$ cat src/hw/rtl/dpid_pkg.sv
// Shared types and constants for the distance PID drive controller.
// No dependencies; imported by every module of the block.
`default_nettype none
package dpid_pkg;

  localparam logic [3:0]  RAMP_TICKS   = 4'd10;
  localparam logic [3:0]  SETTLE_LIMIT = 4'd10;
  localparam logic [9:0]  STALL_LIMIT  = 10'd1000;
  // 12000/127 in Q8.8
  localparam logic [23:0] OUT_SCALE    = 24'd24189;
  localparam int          MUL_STEPS    = 24;

  localparam logic MODE_START = 1'b0;

  localparam logic [1:0] STOP_RUN     = 2'd0;
  localparam logic [1:0] STOP_SETTLED = 2'd1;
  localparam logic [1:0] STOP_STALLED = 2'd2;

  typedef enum logic [2:0] {
    REG_GAIN_P          = 3'd0,
    REG_GAIN_I          = 3'd1,
    REG_GAIN_D          = 3'd2,
    REG_TARGET_DISTANCE = 3'd3,
    REG_SPEED_CEILING   = 3'd4,
    REG_SPEED_FLOOR     = 3'd5,
    REG_SETTLE_TOL      = 3'd6,
    REG_HEADING_HOLD    = 3'd7
  } cfg_reg_t;

  typedef struct packed {
    logic               mode;
    logic signed [23:0] left_position;
    logic signed [23:0] right_position;
    logic signed [15:0] heading;
  } in_item_t;

  typedef struct packed {
    logic signed [31:0] left_command;
    logic signed [31:0] right_command;
    logic               command_is_voltage;
    logic               finished;
    logic [1:0]         stop_reason;
  } out_item_t;

  typedef struct packed {
    logic [23:0]        gain_p;
    logic [23:0]        gain_i;
    logic [23:0]        gain_d;
    logic signed [15:0] target_distance;
    logic signed [15:0] speed_ceiling;
    logic signed [15:0] speed_floor;
    logic [15:0]        settle_tolerance;
    logic               heading_hold;
  } cfg_t;

  typedef struct packed {
    logic        start;
    logic [47:0] mcand;
    logic [23:0] mplier;
  } mul_req_t;

  typedef struct packed {
    logic        done;
    logic [71:0] product;
  } mul_rsp_t;

endpackage
`default_nettype wire

$ cat src/hw/rtl/drive_distance_pid_with_heading_hold.sv
// Top level of the distance PID drive controller with heading hold.
// Depends on dpid_pkg, dpid_cfg and dpid_mul.
//
//   channel | direction | handshake           | beat
//   in_     | input     | in_valid / in_stall   | in_item_t (mode, positions, heading)
//   out_    | output    | out_valid / out_stall | out_item_t (commands, flags)
//   cfg_    | input     | cfg_valid / cfg_ready | cfg_index, cfg_data
//
// A control tick makes seven passes through the shared 24-step shift-and-add
// multiplier (three PID terms, two clamp tests, two command scalings) besides
// its other states. Start beats and ticks after the move stopped go straight
// from S_IDLE to S_OUT without the multiplier. One beat is in flight at a time;
// a finished result sits in the output register so the next beat can be taken
// while it waits. rst_n is synchronous; cfg_ready is always high.
`default_nettype none
module drive_distance_pid_with_heading_hold import dpid_pkg::*; (
  input  wire logic        clk,
  input  wire logic        rst_n,
  input  wire logic        in_valid,
  output logic             in_stall,
  input  wire in_item_t    in_data,
  output logic             out_valid,
  input  wire logic        out_stall,
  output out_item_t        out_data,
  input  wire logic        cfg_valid,
  output logic             cfg_ready,
  input  wire logic [2:0]  cfg_index,
  input  wire logic [23:0] cfg_data
);

  typedef enum logic [17:0] {
    S_IDLE     = 18'b000000000000000001,
    S_ERR      = 18'b000000000000000010,
    S_UPD      = 18'b000000000000000100,
    S_MUL_P    = 18'b000000000000001000,
    S_MUL_I    = 18'b000000000000010000,
    S_MUL_D    = 18'b000000000000100000,
    S_CLAMP    = 18'b000000000001000000,
    S_CEIL_GO  = 18'b000000000010000000,
    S_CEIL     = 18'b000000000100000000,
    S_FLOOR_GO = 18'b000000001000000000,
    S_FLOOR    = 18'b000000010000000000,
    S_TURN     = 18'b000000100000000000,
    S_OPS      = 18'b000001000000000000,
    S_CMDL_GO  = 18'b000010000000000000,
    S_CMD_L    = 18'b000100000000000000,
    S_CMD_R    = 18'b001000000000000000,
    S_FINISH   = 18'b010000000000000000,
    S_OUT      = 18'b100000000000000000
  } state_t;

  localparam logic signed [65:0] V_HI = 66'sd35184372088832;
  localparam logic signed [65:0] V_LO = -66'sd35184372088832;

  function automatic logic [47:0] abs48(input logic signed [47:0] x);
    return x[47] ? 48'(-x) : 48'(x);
  endfunction

  function automatic logic signed [65:0] sterm(input logic neg, input logic [62:0] mag);
    logic signed [65:0] m;
    m = $signed({3'b0, mag});
    return neg ? -m : m;
  endfunction

  // product >> 25, truncated toward zero and saturated to 32 bits
  function automatic logic [31:0] to_cmd(input logic neg, input logic [36:0] qm);
    logic [31:0] r;
    if (neg) begin
      r = (qm > 37'h080000000) ? 32'h80000000 : 32'(-qm[31:0]);
    end else begin
      r = (qm > 37'h07FFFFFFF) ? 32'h7FFFFFFF : qm[31:0];
    end
    return r;
  endfunction

  cfg_t     cfg;
  mul_req_t mreq;
  mul_rsp_t mrsp;

  state_t state_r, state_nxt;

  // loop state
  logic signed [15:0] href_r, href_nxt;
  logic signed [24:0] poff_r, poff_nxt;
  logic signed [27:0] prev_r, prev_nxt;
  logic signed [47:0] integ_r, integ_nxt;
  logic [3:0]         tick_r, tick_nxt;
  logic [3:0]         settle_r, settle_nxt;
  logic [9:0]         stall_r, stall_nxt;
  logic               done_r, done_nxt;
  logic [1:0]         reason_r, reason_nxt;

  // per-tick work registers
  logic signed [15:0] head_r, head_nxt;
  logic signed [25:0] dist_r, dist_nxt;
  logic signed [27:0] e_r, e_nxt;
  logic signed [27:0] d_r, d_nxt;
  logic signed [65:0] sum_r, sum_nxt;
  logic signed [46:0] v_r, v_nxt;
  logic signed [35:0] turn_r, turn_nxt;
  logic signed [47:0] opl_r, opl_nxt;
  logic signed [47:0] opr_r, opr_nxt;
  logic [31:0]        lc_r, lc_nxt;
  logic [31:0]        rc_r, rc_nxt;
  out_item_t          res_r, res_nxt;

  logic      out_valid_r, out_valid_nxt;
  out_item_t out_data_r, out_data_nxt;

  logic               in_take, out_take;
  logic signed [22:0] t96;
  logic signed [27:0] t96_e;
  logic signed [48:0] isum;
  logic [27:0]        emag;
  logic [62:0]        isat_mag;
  logic               isat;
  logic signed [63:0] pscale;
  logic signed [63:0] ceil_q25, floor_q25;
  logic signed [16:0] hdiff;
  logic signed [17:0] hdx, hwrap;
  logic signed [47:0] v_ext;

  dpid_cfg u_cfg (
    .clk      (clk),
    .rst_n    (rst_n),
    .wr_en    (cfg_valid && cfg_ready),
    .wr_index (cfg_index),
    .wr_data  (cfg_data),
    .cfg      (cfg)
  );

  dpid_mul u_mul (
    .clk   (clk),
    .rst_n (rst_n),
    .req   (mreq),
    .rsp   (mrsp)
  );

  assign cfg_ready = 1'b1;
  assign in_stall  = (state_r != S_IDLE);
  assign in_take   = in_valid && !in_stall;
  assign out_take  = out_valid_r && !out_stall;

  assign t96   = $signed({cfg.target_distance[15], cfg.target_distance, 6'b0})
               + $signed({{2{cfg.target_distance[15]}}, cfg.target_distance, 5'b0});
  assign t96_e = {{5{t96[22]}}, t96};

  assign isum = $signed({integ_r[47], integ_r}) + $signed({{21{e_r[27]}}, e_r});
  assign emag = e_r[27] ? 28'(-e_r) : 28'(e_r);

  // integral product saturates above 2^62
  assign isat     = (|mrsp.product[71:63]) || (mrsp.product[62] && (|mrsp.product[61:0]));
  assign isat_mag = isat ? {1'b1, 62'b0} : mrsp.product[62:0];

  assign pscale = v_r[46] ? -$signed({2'b0, mrsp.product[61:0]})
                          : $signed({2'b0, mrsp.product[61:0]});
  assign ceil_q25  = $signed({{23{cfg.speed_ceiling[15]}}, cfg.speed_ceiling, 25'b0});
  assign floor_q25 = $signed({{23{cfg.speed_floor[15]}}, cfg.speed_floor, 25'b0});

  assign hdiff = $signed({href_r[15], href_r}) - $signed({head_r[15], head_r});
  assign hdx   = {hdiff[16], hdiff};
  always_comb begin
    if (hdx > 18'sd180) begin
      hwrap = hdx - 18'sd360;
    end else if (hdx < -18'sd180) begin
      hwrap = hdx + 18'sd360;
    end else begin
      hwrap = hdx;
    end
  end
  assign v_ext = {v_r[46], v_r};

  always_comb begin
    state_nxt  = state_r;
    href_nxt   = href_r;
    poff_nxt   = poff_r;
    prev_nxt   = prev_r;
    integ_nxt  = integ_r;
    tick_nxt   = tick_r;
    settle_nxt = settle_r;
    stall_nxt  = stall_r;
    done_nxt   = done_r;
    reason_nxt = reason_r;
    head_nxt   = head_r;
    dist_nxt   = dist_r;
    e_nxt      = e_r;
    d_nxt      = d_r;
    sum_nxt    = sum_r;
    v_nxt      = v_r;
    turn_nxt   = turn_r;
    opl_nxt    = opl_r;
    opr_nxt    = opr_r;
    lc_nxt     = lc_r;
    rc_nxt     = rc_r;
    res_nxt    = res_r;
    mreq       = '0;
    out_valid_nxt = out_take ? 1'b0 : out_valid_r;
    out_data_nxt  = out_data_r;

    case (state_r)
      S_IDLE: begin
        if (in_take) begin
          if (in_data.mode == MODE_START) begin
            href_nxt   = in_data.heading;
            poff_nxt   = 25'(in_data.left_position) + 25'(in_data.right_position);
            prev_nxt   = '0;
            integ_nxt  = '0;
            tick_nxt   = '0;
            settle_nxt = '0;
            stall_nxt  = '0;
            done_nxt   = 1'b0;
            reason_nxt = STOP_RUN;
            res_nxt    = '0;
            state_nxt  = S_OUT;
          end else if (done_r) begin
            res_nxt = '0;
            res_nxt.command_is_voltage = cfg.heading_hold;
            res_nxt.finished           = 1'b1;
            res_nxt.stop_reason        = reason_r;
            state_nxt = S_OUT;
          end else begin
            head_nxt  = in_data.heading;
            dist_nxt  = 26'(in_data.left_position) + 26'(in_data.right_position)
                      - 26'(poff_r);
            state_nxt = S_ERR;
          end
        end
      end

      S_ERR: begin
        e_nxt     = t96_e - 28'(dist_r);
        state_nxt = S_UPD;
      end

      S_UPD: begin
        if (isum[48] != isum[47]) begin
          integ_nxt = isum[48] ? {1'b1, 47'b0} : {1'b0, {47{1'b1}}};
        end else begin
          integ_nxt = isum[47:0];
        end
        // integral resets on zero error or when the error exceeds the target (negative distance)
        if (e_r == 28'sd0 || e_r > t96_e) begin
          integ_nxt = '0;
        end
        d_nxt    = e_r - prev_r;
        prev_nxt = e_r;
        if (tick_r <= RAMP_TICKS) begin
          tick_nxt = tick_r + 4'd1;
        end
        if (emag < {11'b0, cfg.settle_tolerance, 1'b0}) begin
          settle_nxt = (settle_r <= SETTLE_LIMIT) ? settle_r + 4'd1 : settle_r;
        end else begin
          settle_nxt = '0;
        end
        if (settle_nxt > SETTLE_LIMIT) begin
          done_nxt   = 1'b1;
          reason_nxt = STOP_SETTLED;
        end else begin
          if (e_r == prev_r) begin
            stall_nxt = (stall_r < STALL_LIMIT) ? stall_r + 10'd1 : stall_r;
          end else begin
            stall_nxt = '0;
          end
          if (stall_nxt >= STALL_LIMIT) begin
            done_nxt   = 1'b1;
            reason_nxt = STOP_STALLED;
          end
        end
        mreq.start  = 1'b1;
        mreq.mcand  = abs48({{20{e_r[27]}}, e_r});
        mreq.mplier = cfg.gain_p;
        state_nxt   = S_MUL_P;
      end

      S_MUL_P: begin
        if (mrsp.done) begin
          sum_nxt     = sterm(e_r[27], {11'b0, mrsp.product[51:0]});
          mreq.start  = 1'b1;
          mreq.mcand  = abs48(integ_r);
          mreq.mplier = cfg.gain_i;
          state_nxt   = S_MUL_I;
        end
      end

      S_MUL_I: begin
        if (mrsp.done) begin
          sum_nxt     = sum_r + sterm(integ_r[47], isat_mag);
          mreq.start  = 1'b1;
          mreq.mcand  = abs48({{20{d_r[27]}}, d_r});
          mreq.mplier = cfg.gain_d;
          state_nxt   = S_MUL_D;
        end
      end

      S_MUL_D: begin
        if (mrsp.done) begin
          sum_nxt   = sum_r + sterm(d_r[27], {10'b0, mrsp.product[52:0]});
          state_nxt = S_CLAMP;
        end
      end

      S_CLAMP: begin
        if (sum_r > V_HI) begin
          v_nxt = V_HI[46:0];
        end else if (sum_r < V_LO) begin
          v_nxt = V_LO[46:0];
        end else begin
          v_nxt = sum_r[46:0];
        end
        // ramp replaces the PID sum early in the move when the target is nonzero
        if (tick_r <= RAMP_TICKS) begin
          if (cfg.target_distance > 16'sd0) begin
            v_nxt = $signed({25'b0, tick_r, 18'b0});
          end else if (cfg.target_distance < 16'sd0) begin
            v_nxt = -$signed({25'b0, tick_r, 18'b0});
          end
        end
        state_nxt = S_CEIL_GO;
      end

      S_CEIL_GO: begin
        mreq.start  = 1'b1;
        mreq.mcand  = abs48(v_ext);
        mreq.mplier = OUT_SCALE;
        state_nxt   = S_CEIL;
      end

      S_CEIL: begin
        if (mrsp.done) begin
          if (pscale > ceil_q25) begin
            v_nxt = $signed({{14{cfg.speed_ceiling[15]}}, cfg.speed_ceiling, 17'b0});
          end
          state_nxt = S_FLOOR_GO;
        end
      end

      S_FLOOR_GO: begin
        mreq.start  = 1'b1;
        mreq.mcand  = abs48(v_ext);
        mreq.mplier = OUT_SCALE;
        state_nxt   = S_FLOOR;
      end

      S_FLOOR: begin
        if (mrsp.done) begin
          if (pscale < floor_q25) begin
            v_nxt = $signed({{14{cfg.speed_floor[15]}}, cfg.speed_floor, 17'b0});
          end
          state_nxt = S_TURN;
        end
      end

      S_TURN: begin
        turn_nxt  = {hwrap, 18'b0};
        state_nxt = S_OPS;
      end

      S_OPS: begin
        if (cfg.heading_hold) begin
          opl_nxt = v_ext + {{12{turn_r[35]}}, turn_r};
          opr_nxt = v_ext - {{12{turn_r[35]}}, turn_r};
        end else begin
          opl_nxt = v_ext;
          opr_nxt = v_ext;
        end
        state_nxt = S_CMDL_GO;
      end

      S_CMDL_GO: begin
        mreq.start  = 1'b1;
        mreq.mcand  = abs48(opl_r);
        mreq.mplier = OUT_SCALE;
        state_nxt   = S_CMD_L;
      end

      S_CMD_L: begin
        if (mrsp.done) begin
          lc_nxt      = to_cmd(opl_r[47], mrsp.product[61:25]);
          mreq.start  = 1'b1;
          mreq.mcand  = abs48(opr_r);
          mreq.mplier = OUT_SCALE;
          state_nxt   = S_CMD_R;
        end
      end

      S_CMD_R: begin
        if (mrsp.done) begin
          rc_nxt    = to_cmd(opr_r[47], mrsp.product[61:25]);
          state_nxt = S_FINISH;
        end
      end

      S_FINISH: begin
        res_nxt = '0;
        res_nxt.command_is_voltage = cfg.heading_hold;
        if (done_r) begin
          res_nxt.finished    = 1'b1;
          res_nxt.stop_reason = reason_r;
        end else if (!(cfg.heading_hold && tick_r <= RAMP_TICKS)) begin
          res_nxt.left_command  = lc_r;
          res_nxt.right_command = rc_r;
        end
        state_nxt = S_OUT;
      end

      S_OUT: begin
        if (!out_valid_r || out_take) begin
          out_valid_nxt = 1'b1;
          out_data_nxt  = res_r;
          state_nxt     = S_IDLE;
        end
      end

      default: state_nxt = S_IDLE;
    endcase
  end

  always_ff @(posedge clk) begin
    if (!rst_n) begin
      state_r     <= S_IDLE;
      out_valid_r <= 1'b0;
      href_r      <= '0;
      poff_r      <= '0;
      prev_r      <= '0;
      integ_r     <= '0;
      tick_r      <= '0;
      settle_r    <= '0;
      stall_r     <= '0;
      done_r      <= 1'b0;
      reason_r    <= STOP_RUN;
    end else begin
      state_r     <= state_nxt;
      out_valid_r <= out_valid_nxt;
      href_r      <= href_nxt;
      poff_r      <= poff_nxt;
      prev_r      <= prev_nxt;
      integ_r     <= integ_nxt;
      tick_r      <= tick_nxt;
      settle_r    <= settle_nxt;
      stall_r     <= stall_nxt;
      done_r      <= done_nxt;
      reason_r    <= reason_nxt;
    end
  end

  always_ff @(posedge clk) begin
    head_r     <= head_nxt;
    dist_r     <= dist_nxt;
    e_r        <= e_nxt;
    d_r        <= d_nxt;
    sum_r      <= sum_nxt;
    v_r        <= v_nxt;
    turn_r     <= turn_nxt;
    opl_r      <= opl_nxt;
    opr_r      <= opr_nxt;
    lc_r       <= lc_nxt;
    rc_r       <= rc_nxt;
    res_r      <= res_nxt;
    out_data_r <= out_data_nxt;
  end

  assign out_valid = out_valid_r;
  assign out_data  = out_data_r;

endmodule
`default_nettype wire

$ cat src/hw/rtl/dpid_mul.sv
// Shift-and-add unsigned multiplier, one multiplier bit per cycle.
// Depends on dpid_pkg for the request and response structs and MUL_STEPS.
`default_nettype none
module dpid_mul import dpid_pkg::*; (
  input  wire logic     clk,
  input  wire logic     rst_n,
  input  wire mul_req_t req,
  output mul_rsp_t      rsp
);

  logic [71:0] acc_r, acc_nxt;
  logic [71:0] mc_r, mc_nxt;
  logic [23:0] mp_r, mp_nxt;
  logic [4:0]  cnt_r, cnt_nxt;
  logic        busy_r, busy_nxt;
  logic        done_r, done_nxt;
  logic        last;

  assign last = (cnt_r == 5'(MUL_STEPS - 1));

  always_comb begin
    acc_nxt  = acc_r;
    mc_nxt   = mc_r;
    mp_nxt   = mp_r;
    cnt_nxt  = cnt_r;
    busy_nxt = busy_r;
    done_nxt = 1'b0;
    if (req.start) begin
      acc_nxt  = '0;
      mc_nxt   = {24'b0, req.mcand};
      mp_nxt   = req.mplier;
      cnt_nxt  = '0;
      busy_nxt = 1'b1;
    end else if (busy_r) begin
      if (mp_r[0]) begin
        acc_nxt = acc_r + mc_r;
      end
      mc_nxt   = {mc_r[70:0], 1'b0};
      mp_nxt   = {1'b0, mp_r[23:1]};
      cnt_nxt  = cnt_r + 5'd1;
      busy_nxt = !last;
      done_nxt = last;
    end
  end

  always_ff @(posedge clk) begin
    if (!rst_n) begin
      busy_r <= 1'b0;
      done_r <= 1'b0;
      cnt_r  <= '0;
    end else begin
      busy_r <= busy_nxt;
      done_r <= done_nxt;
      cnt_r  <= cnt_nxt;
    end
  end

  always_ff @(posedge clk) begin
    acc_r <= acc_nxt;
    mc_r  <= mc_nxt;
    mp_r  <= mp_nxt;
  end

  assign rsp.done    = done_r;
  assign rsp.product = acc_r;

endmodule
`default_nettype wire

$ cat src/hw/rtl/dpid_cfg.sv
// Configuration register file of the distance PID controller.
// Depends on dpid_pkg for the register codes and the cfg_t struct.
`default_nettype none
module dpid_cfg import dpid_pkg::*; (
  input  wire logic        clk,
  input  wire logic        rst_n,
  input  wire logic        wr_en,
  input  wire logic [2:0]  wr_index,
  input  wire logic [23:0] wr_data,
  output cfg_t             cfg
);

  cfg_t cfg_r, cfg_nxt;

  always_comb begin
    cfg_nxt = cfg_r;
    if (wr_en) begin
      case (cfg_reg_t'(wr_index))
        REG_GAIN_P:          cfg_nxt.gain_p           = wr_data;
        REG_GAIN_I:          cfg_nxt.gain_i           = wr_data;
        REG_GAIN_D:          cfg_nxt.gain_d           = wr_data;
        REG_TARGET_DISTANCE: cfg_nxt.target_distance  = wr_data[15:0];
        REG_SPEED_CEILING:   cfg_nxt.speed_ceiling    = wr_data[15:0];
        REG_SPEED_FLOOR:     cfg_nxt.speed_floor      = wr_data[15:0];
        REG_SETTLE_TOL:      cfg_nxt.settle_tolerance = wr_data[15:0];
        REG_HEADING_HOLD:    cfg_nxt.heading_hold     = wr_data[0];
        default:             cfg_nxt = cfg_r;
      endcase
    end
  end

  always_ff @(posedge clk) begin
    if (!rst_n) begin
      cfg_r <= '0;
    end else begin
      cfg_r <= cfg_nxt;
    end
  end

  assign cfg = cfg_r;

endmodule
`default_nettype wire
$ cat config.mk
export PLATFORM = sky130hd
export DESIGN_NAME = drive_distance_pid_with_heading_hold
export DESIGN_NICKNAME = d
export VERILOG_FILES = /design/src/hw/rtl/dpid_pkg.sv /design/src/hw/rtl/drive_distance_pid_with_heading_hold.sv /design/src/hw/rtl/dpid_mul.sv /design/src/hw/rtl/dpid_cfg.sv
export SDC_FILE = /design/constraint.sdc
export NUM_CORES = 2
export LEC_CHECK = 0
export ABC_AREA = 0
export BUFFER_PORTS_ARGS = -buffer_cell sky130_fd_sc_hd__buf_2
export CORE_MARGIN = 10
export CORE_UTILIZATION = 40
export DETAILED_ROUTE_END_ITERATION = 8
export MAX_ROUTING_LAYER = met4
export PLACE_DENSITY_LB_ADDON = 0.05
export SETUP_SLACK_MARGIN = 0.4
export SLEW_MARGIN = 25
export SYNTH_ARGS = -nofsm -noshare
export SYNTH_HDL_FRONTEND = slang
export SYNTH_SLANG_ARGS = --single-unit
$ cat constraint.sdc
create_clock -name clk -period 14.9 [get_ports clk]
set_input_delay 2.98 -clock clk [delete_from_list [all_inputs] [get_ports clk]]
set_output_delay 2.98 -clock clk [all_outputs]
set_load 0.005 [all_outputs]
== After elaboration in Yosys (flattened, before gate mapping) ==
Cells that the tools add are included.

* Mux-type cells: 101
* Bitwise gates (word level): 4
* Shifts and indexed selects: 0
* $mul: 0
* Reduce and logical (&&, ||, !) cells: 45
* Eq/ne operators: 45
* Div/mod/pow operators: 0
* Add/sub/neg operators: 32
* Magnitude comparators: 17

{| class="wikitable"
|+ Operator list
! kind !! number
|-
| 48-bit 2-to-1 mux || 15
|-
| 73-bit case mux with 6 select lines || 1
|-
| 47-bit 2-to-1 mux || 9
|-
| 66-bit 2-to-1 mux || 6
|-
| 18-bit case mux with 18 select lines || 1
|-
| 18-bit 2-to-1 mux || 13
|-
| 73-bit 2-to-1 mux || 3
|-
| 68-bit 2-to-1 mux || 3
|-
| 66-bit case mux with 3 select lines || 1
|-
| 64-bit 2-to-1 mux || 3
|-
| 48-bit negator || 3
|-
| 47-bit case mux with 3 select lines || 1
|-
| 68-bit case mux with 2 select lines || 1
|-
| 66-bit adder || 2
|-
| 32-bit 2-to-1 mux || 4
|-
| 48-bit case mux with 2 select lines || 1
|-
| 28-bit 2-to-1 mux || 3
|-
| 72-bit adder || 1
|-
| 10-bit 2-to-1 mux || 7
|-
| 66-bit by 47-bit > comparator with 1-bit output (second input constant) || 1
|-
| 66-bit by 46-bit < comparator with 1-bit output (second input constant) || 1
|-
| 52-bit negator with 66-bit output || 1
|-
| 53-bit negator with 66-bit output || 1
|-
| 63-bit negator with 66-bit output || 1
|-
| 91 further kinds || 161
|}

* Word-level logic and storage cells: 291
* RAM bits: 0
* ROM bits: 0
* Bits in registers: 993
* Memories: 0
* Latch bits: 0

== Logic depth before layout (Yosys ltp) ==
* Word-level depth: 12
* Gate-level depth with buffers: 32
* Mapped depth without buffers: 30

== By module ==
From an unflattened synthesis, not the netlist that was laid out.

* Cell total of the unflattened synthesis: 8287
* Area total of the unflattened synthesis: 71815.1 sq um

{| class="wikitable"
|+ Modules (own cells, without submodules)
! module !! seq. area each (sq um) !! times used !! area each (sq um) !! cells an instance
|-
| drive_distance_pid_with_heading_hold || 18287.5 || 1 || 55773.5 || 6636
|-
| dpid_mul || 4224.1 || 1 || 11051.8 || 1173
|-
| dpid_cfg || 2742.6 || 1 || 4989.8 || 478
|}

== Least setup slack after synthesis ==
OpenSTA, ideal clock, no wires.

* Kind: input to register
* From: in in_data[64] (netlist name)
* To: reg res_r[0] (netlist name) (enable)
* Buffers on the path: 0
* Stages: 3
* Setup slack: 6.392 ns
* Setup time: 0.588 ns
* Arrival time: 7.920 ns
* Path through: nand2b_1 -> inv_1 -> o21ai_0

* Longest elaborated chain between the ends: 2

{| class="wikitable"
|+ RTL lines
! what !! line !! text
|-
| start, declared || drive_distance_pid_with_heading_hold.sv:21 || <nowiki>input wire in_item_t in_data,</nowiki>
|-
| 3-bit != test (no source line) || n/a ||
|-
| 3-bit AND reduction (no source line) || n/a ||
|-
| end signal, assigned || drive_distance_pid_with_heading_hold.sv:458 || <nowiki>res_r <= res_nxt;</nowiki>
|-
| end, declared || drive_distance_pid_with_heading_hold.sv:105 || <nowiki>out_item_t res_r, res_nxt;</nowiki>
|}

Every way passes these cells.
A chain may end at the register's enable or synchronous reset.

== Final worst setup path ==
* From: reg u_mul.acc_r[1]
* To: reg sum_r[49], data pin

* Longest elaborated chain between the ends: 9
* Elaborated cells between the ends (all ways): 16

{| class="wikitable"
|+ RTL lines
! what !! line !! text
|-
| start, declared || dpid_mul.sv:11 || <nowiki>logic [71:0] acc_r, acc_nxt;</nowiki>
|-
| start signal, assigned || dpid_mul.sv:59 || <nowiki>acc_r <= acc_nxt;</nowiki>
|-
| 62-bit OR reduction || drive_distance_pid_with_heading_hold.sv:152 || <nowiki>assign isat = (|mrsp.product[71:63]) || (mrsp.product[62] && (|mrsp.product[61:0]));</nowiki>
|-
| 1-bit logical AND || drive_distance_pid_with_heading_hold.sv:152 ||
|-
| 1-bit logical OR || drive_distance_pid_with_heading_hold.sv:152 ||
|-
| 63-bit 2-to-1 mux || drive_distance_pid_with_heading_hold.sv:153 || <nowiki>assign isat_mag = isat ? {1'b1, 62'b0} : mrsp.product[62:0];</nowiki>
|-
| 63-bit negator with 66-bit output || drive_distance_pid_with_heading_hold.sv:62 || <nowiki>return neg ? -m : m;</nowiki>
|-
| 66-bit 2-to-1 mux || drive_distance_pid_with_heading_hold.sv:62 ||
|-
| 66-bit adder || drive_distance_pid_with_heading_hold.sv:287 || <nowiki>sum_nxt = sum_r + sterm(integ_r[47], isat_mag);</nowiki>
|-
| 66-bit 2-to-1 mux || drive_distance_pid_with_heading_hold.sv:286 || <nowiki>if (mrsp.done) begin</nowiki>
|-
| 66-bit case mux with 3 select lines * || drive_distance_pid_with_heading_hold.sv:200 || <nowiki>case (state_r)</nowiki>
|-
| named net sum_nxt[49] || drive_distance_pid_with_heading_hold.sv:98 || <nowiki>logic signed [65:0] sum_r, sum_nxt;</nowiki>
|-
| end signal, assigned || drive_distance_pid_with_heading_hold.sv:451 || <nowiki>sum_r <= sum_nxt;</nowiki>
|-
| end, declared || drive_distance_pid_with_heading_hold.sv:98 ||
|}

Mark *: on every way through the listed nets, which the timed path passes. The rest lies on a longest branch. The select of a mux whose other input is x is not followed.

==> reports/results.txt <==
# resized after CTS: 0
Slew headroom: 17.3%
ANT nets after route: 0
Sw Pwr: 2780 µW
commonest non-fill, non-tap cell in the layout: nand2_1
status: finished, final reports clean
internal power: 5590 µW
sequential share of the synthesized area: 35.6%
Final Net Count: 9073
vias in the first global route: 61100
CTS tree: done
worst slack, placed: 6.30 ns
crit path time final: 9.00 ns
Seq cells post-synth: 973
DRC errors left: 0
Max Cap Violations: 0
ys flop type: edfxtp_1
number of synthesized flops with an enable pin: 577
slowest CP cell: a2111oi_0
routability congestion estimate: 0.990
fraction of layout cells with a size suffix above 1: 7.87%
CTS H-tree lvls: 3
Clock Latency Late Sink: 0.80 ns
first-pass GRT wire length: 414000 µm
area of the core: 176000 µm²
Mapped Cells: 8444
Fmax achieved: 111 MHz
fillcell total: 17600
Mapped Nets: 9090
critical path endpoint category: register
Pre-antenna DRT Iters: 6
period utilization: 60.4%
RSZ-0062 raised after global routing: false
Slew Limit Fails: 0
number of vias per cell: 5.87
sw frac: 33.2%
sequential cell area: 25300 µm²
setup TNS: 0 ns
total power: 8370 µW
Post-CTS Hold Fix Bufs: 0
CP Class: reg -> reg
Leak: 0.0306 µW
Yosys cell types: 99
Worst Path Buf+Inv: 3
1st-iter DRT viols: 5281
GRT Util Overall: 29.0%
Die Height: 441 µm
std cell rows: 154
asr flop ratio synth: 0%
area of the multi-input gates: 42600 µm²
synthesized area: 71000 µm²
Worst VDD drop: 0.0000965 V
most frequent cells in the layout: 1180 x nand2_1, 860 x a21oi_1, 600 x nor2_1
WP data arrival: 9.46 ns
PD cells: 106 nW/µm²
placed cells: 10600
GRT overflow: 0
Post-Route WL: 283000 µm
crit path cell chain: inv_1 > ha_1 > nor3b_1 > nand3_1 > nor4_2 > buf_4 > nand3_1 > a21oi_4 > buf_4 > nand2_1 > o22ai_1 > a211oi_1 > ha_1 > and4_1 > nor3b_1 > o2111ai_1 > a211o_1 > a2111oi_0 > o21ai_0 > or2_2 > o21ai_0 > xnor2_1 > a21oi_1
average cell area after synthesis: 8.40 µm²
Routed WL per cell: 26.0 µm
post-DP HPWL: 220000 µm
post-CTS setup buffers: 0
Die X: 441 µm
initial antenna violation count: 13
Sequential Power Share: 37.1%
Worst Path Required: 15.37 ns
largest net degree at the start of global routing: 161
IO Pins: 168
Die ar.: 195000 µm²
CP delay by family, top: simple AND/OR/NAND/NOR gates
Layout Cells excl Fill: 10900
TritonCTS buffer count: 116
Comb power frac: 26.0%
clock slew at reported path FFs: 0.06 ns
starting density of the core: 40.3%
CTS sink cnt: 973
Tightest Pin Transition: 1.23 ns
clock share of power: 36.9%
via count: 63800
Port Buf Inserts: 166
root buf cell: clkbuf_16
final setup vio count: 0
final clock skew: 0.0644 ns
final count of hold timing violations: 0
CP max stage delay: 0.83 ns
nature of the critical path startpoint: register
HP Class: reg -> reg
synth warn: 0
setup slack after layout: 5.90 ns
P&R area growth vs syn: 10.8%
Max FO, Critical Path: 44
deepest clock path buffer count: 3
==> final cells by class <==
class / instances / area share [%]
diodes: 10 / 0.0318
well taps: 2340 / 3.72
flip-flops and latches: 973 / 32.1
clock inverters: 69 / 1.19
repair buffers: 323 / 2.59
clock buffers: 150 / 4.01
inverters: 442 / 2.12
multi-input cells: 6571 / 54.2
==> kinds of logic after synthesis <==
group	Yosys count	share of synthesized area, %
xor+xnor	646	7.97
buf+inv	900	4.77
other cells	1	0.00528
simple gates	2863	18.8
compound gates	2440	21.8
mux	72	1.06
fa+ha+maj	549	10.0
flops	973	35.6
==> cells in the mapped netlist, drive strengths merged (66+ instances only) <==
master,number,area [µm²]
nand2b,68,425
nor2b,66,413
xnor2,435,3810
nor2,607,2280
edfxtp,577,17300
inv,442,1660
o21ai,500,2500
ha,515,6440
o21bai,74,556
nor3,150,782
nor4,77,488
and2,132,826
clkbuf,407,1530
a21o,200,1500
dfxtp,396,7930
xor2,211,1850
o31ai,96,734
nand4,102,638
a31oi,70,438
or3,85,557
nand3,177,886
a21oi,865,4330
nand2,1183,4440
==> worst paths after layout <==
check | cells after the start | end | slack (ns) | startpoint
worst min register to register | 0 | out_data[44]$_DFFE_PP_ | 0.42 | res_r[44]$_SDFFCE_PP0P_
worst min-delay path | 0 | out_data[44]$_DFFE_PP_ | 0.42 | res_r[44]$_SDFFCE_PP0P_
worst max register to register | 23 | sum_r[49]$_DFFE_PP_ | 5.90 | u_mul.acc_r[1]$_SDFFE_PP0P_
worst max-delay path | 23 | sum_r[49]$_DFFE_PP_ | 5.90 | u_mul.acc_r[1]$_SDFFE_PP0P_
==> metrics by stage <==
stage	instance area (µm²)	utilization [%]	hold WS, ns
6_report	78600	44.6	0.418
5_1_grt	78600	44.6	0.424
2_1_floorplan	71000	-	0.400
3_5_place_dp	74500	42.2	0.405
3_3_place_gp	74500	42.2	0.401
4_1_cts	78600	44.6	0.418
==> state kept, by name (all words and copies together) (netlist names), 10 cells and up <==
signal,flops
head_r,16
d_r,28
rc_r,32
dist_r,26
sum_r,66
prev_r,27
u_mul.mc_r,72
e_r,27
res_r,68
opr_r,29
u_mul.acc_r,72
state_r,18
href_r,16
poff_r,25
opl_r,48
v_r,47
out_data,68
lc_r,32
u_cfg.cfg,137
turn_r,18
stall_r,10
integ_r,48
u_mul.mp_r,24
==> power groups by stage <==
stage	Sequential [µW]	Combinational (µW)	Clock (µW)
2_1_floorplan	3100	1440	0
3_3_place_gp	3160	2160	0
3_5_place_dp	3160	2150	0
4_1_cts	3100	2170	3160
5_1_grt	3110	2370	3260
6_report	3100	2180	3090
==> per-layer routing <==
metal | GRT usage [%] | wire length, µm | vias up
li1 | - | - | 30500
met1 | 36.0 | 121000 | 30900
met2 | 46.9 | 132000 | 1920
met3 | 3.80 | 14400 | 464
met4 | 13.2 | 15500 | 0
met5 | - | 0 | -
Power figures use the tool's default switching activity.
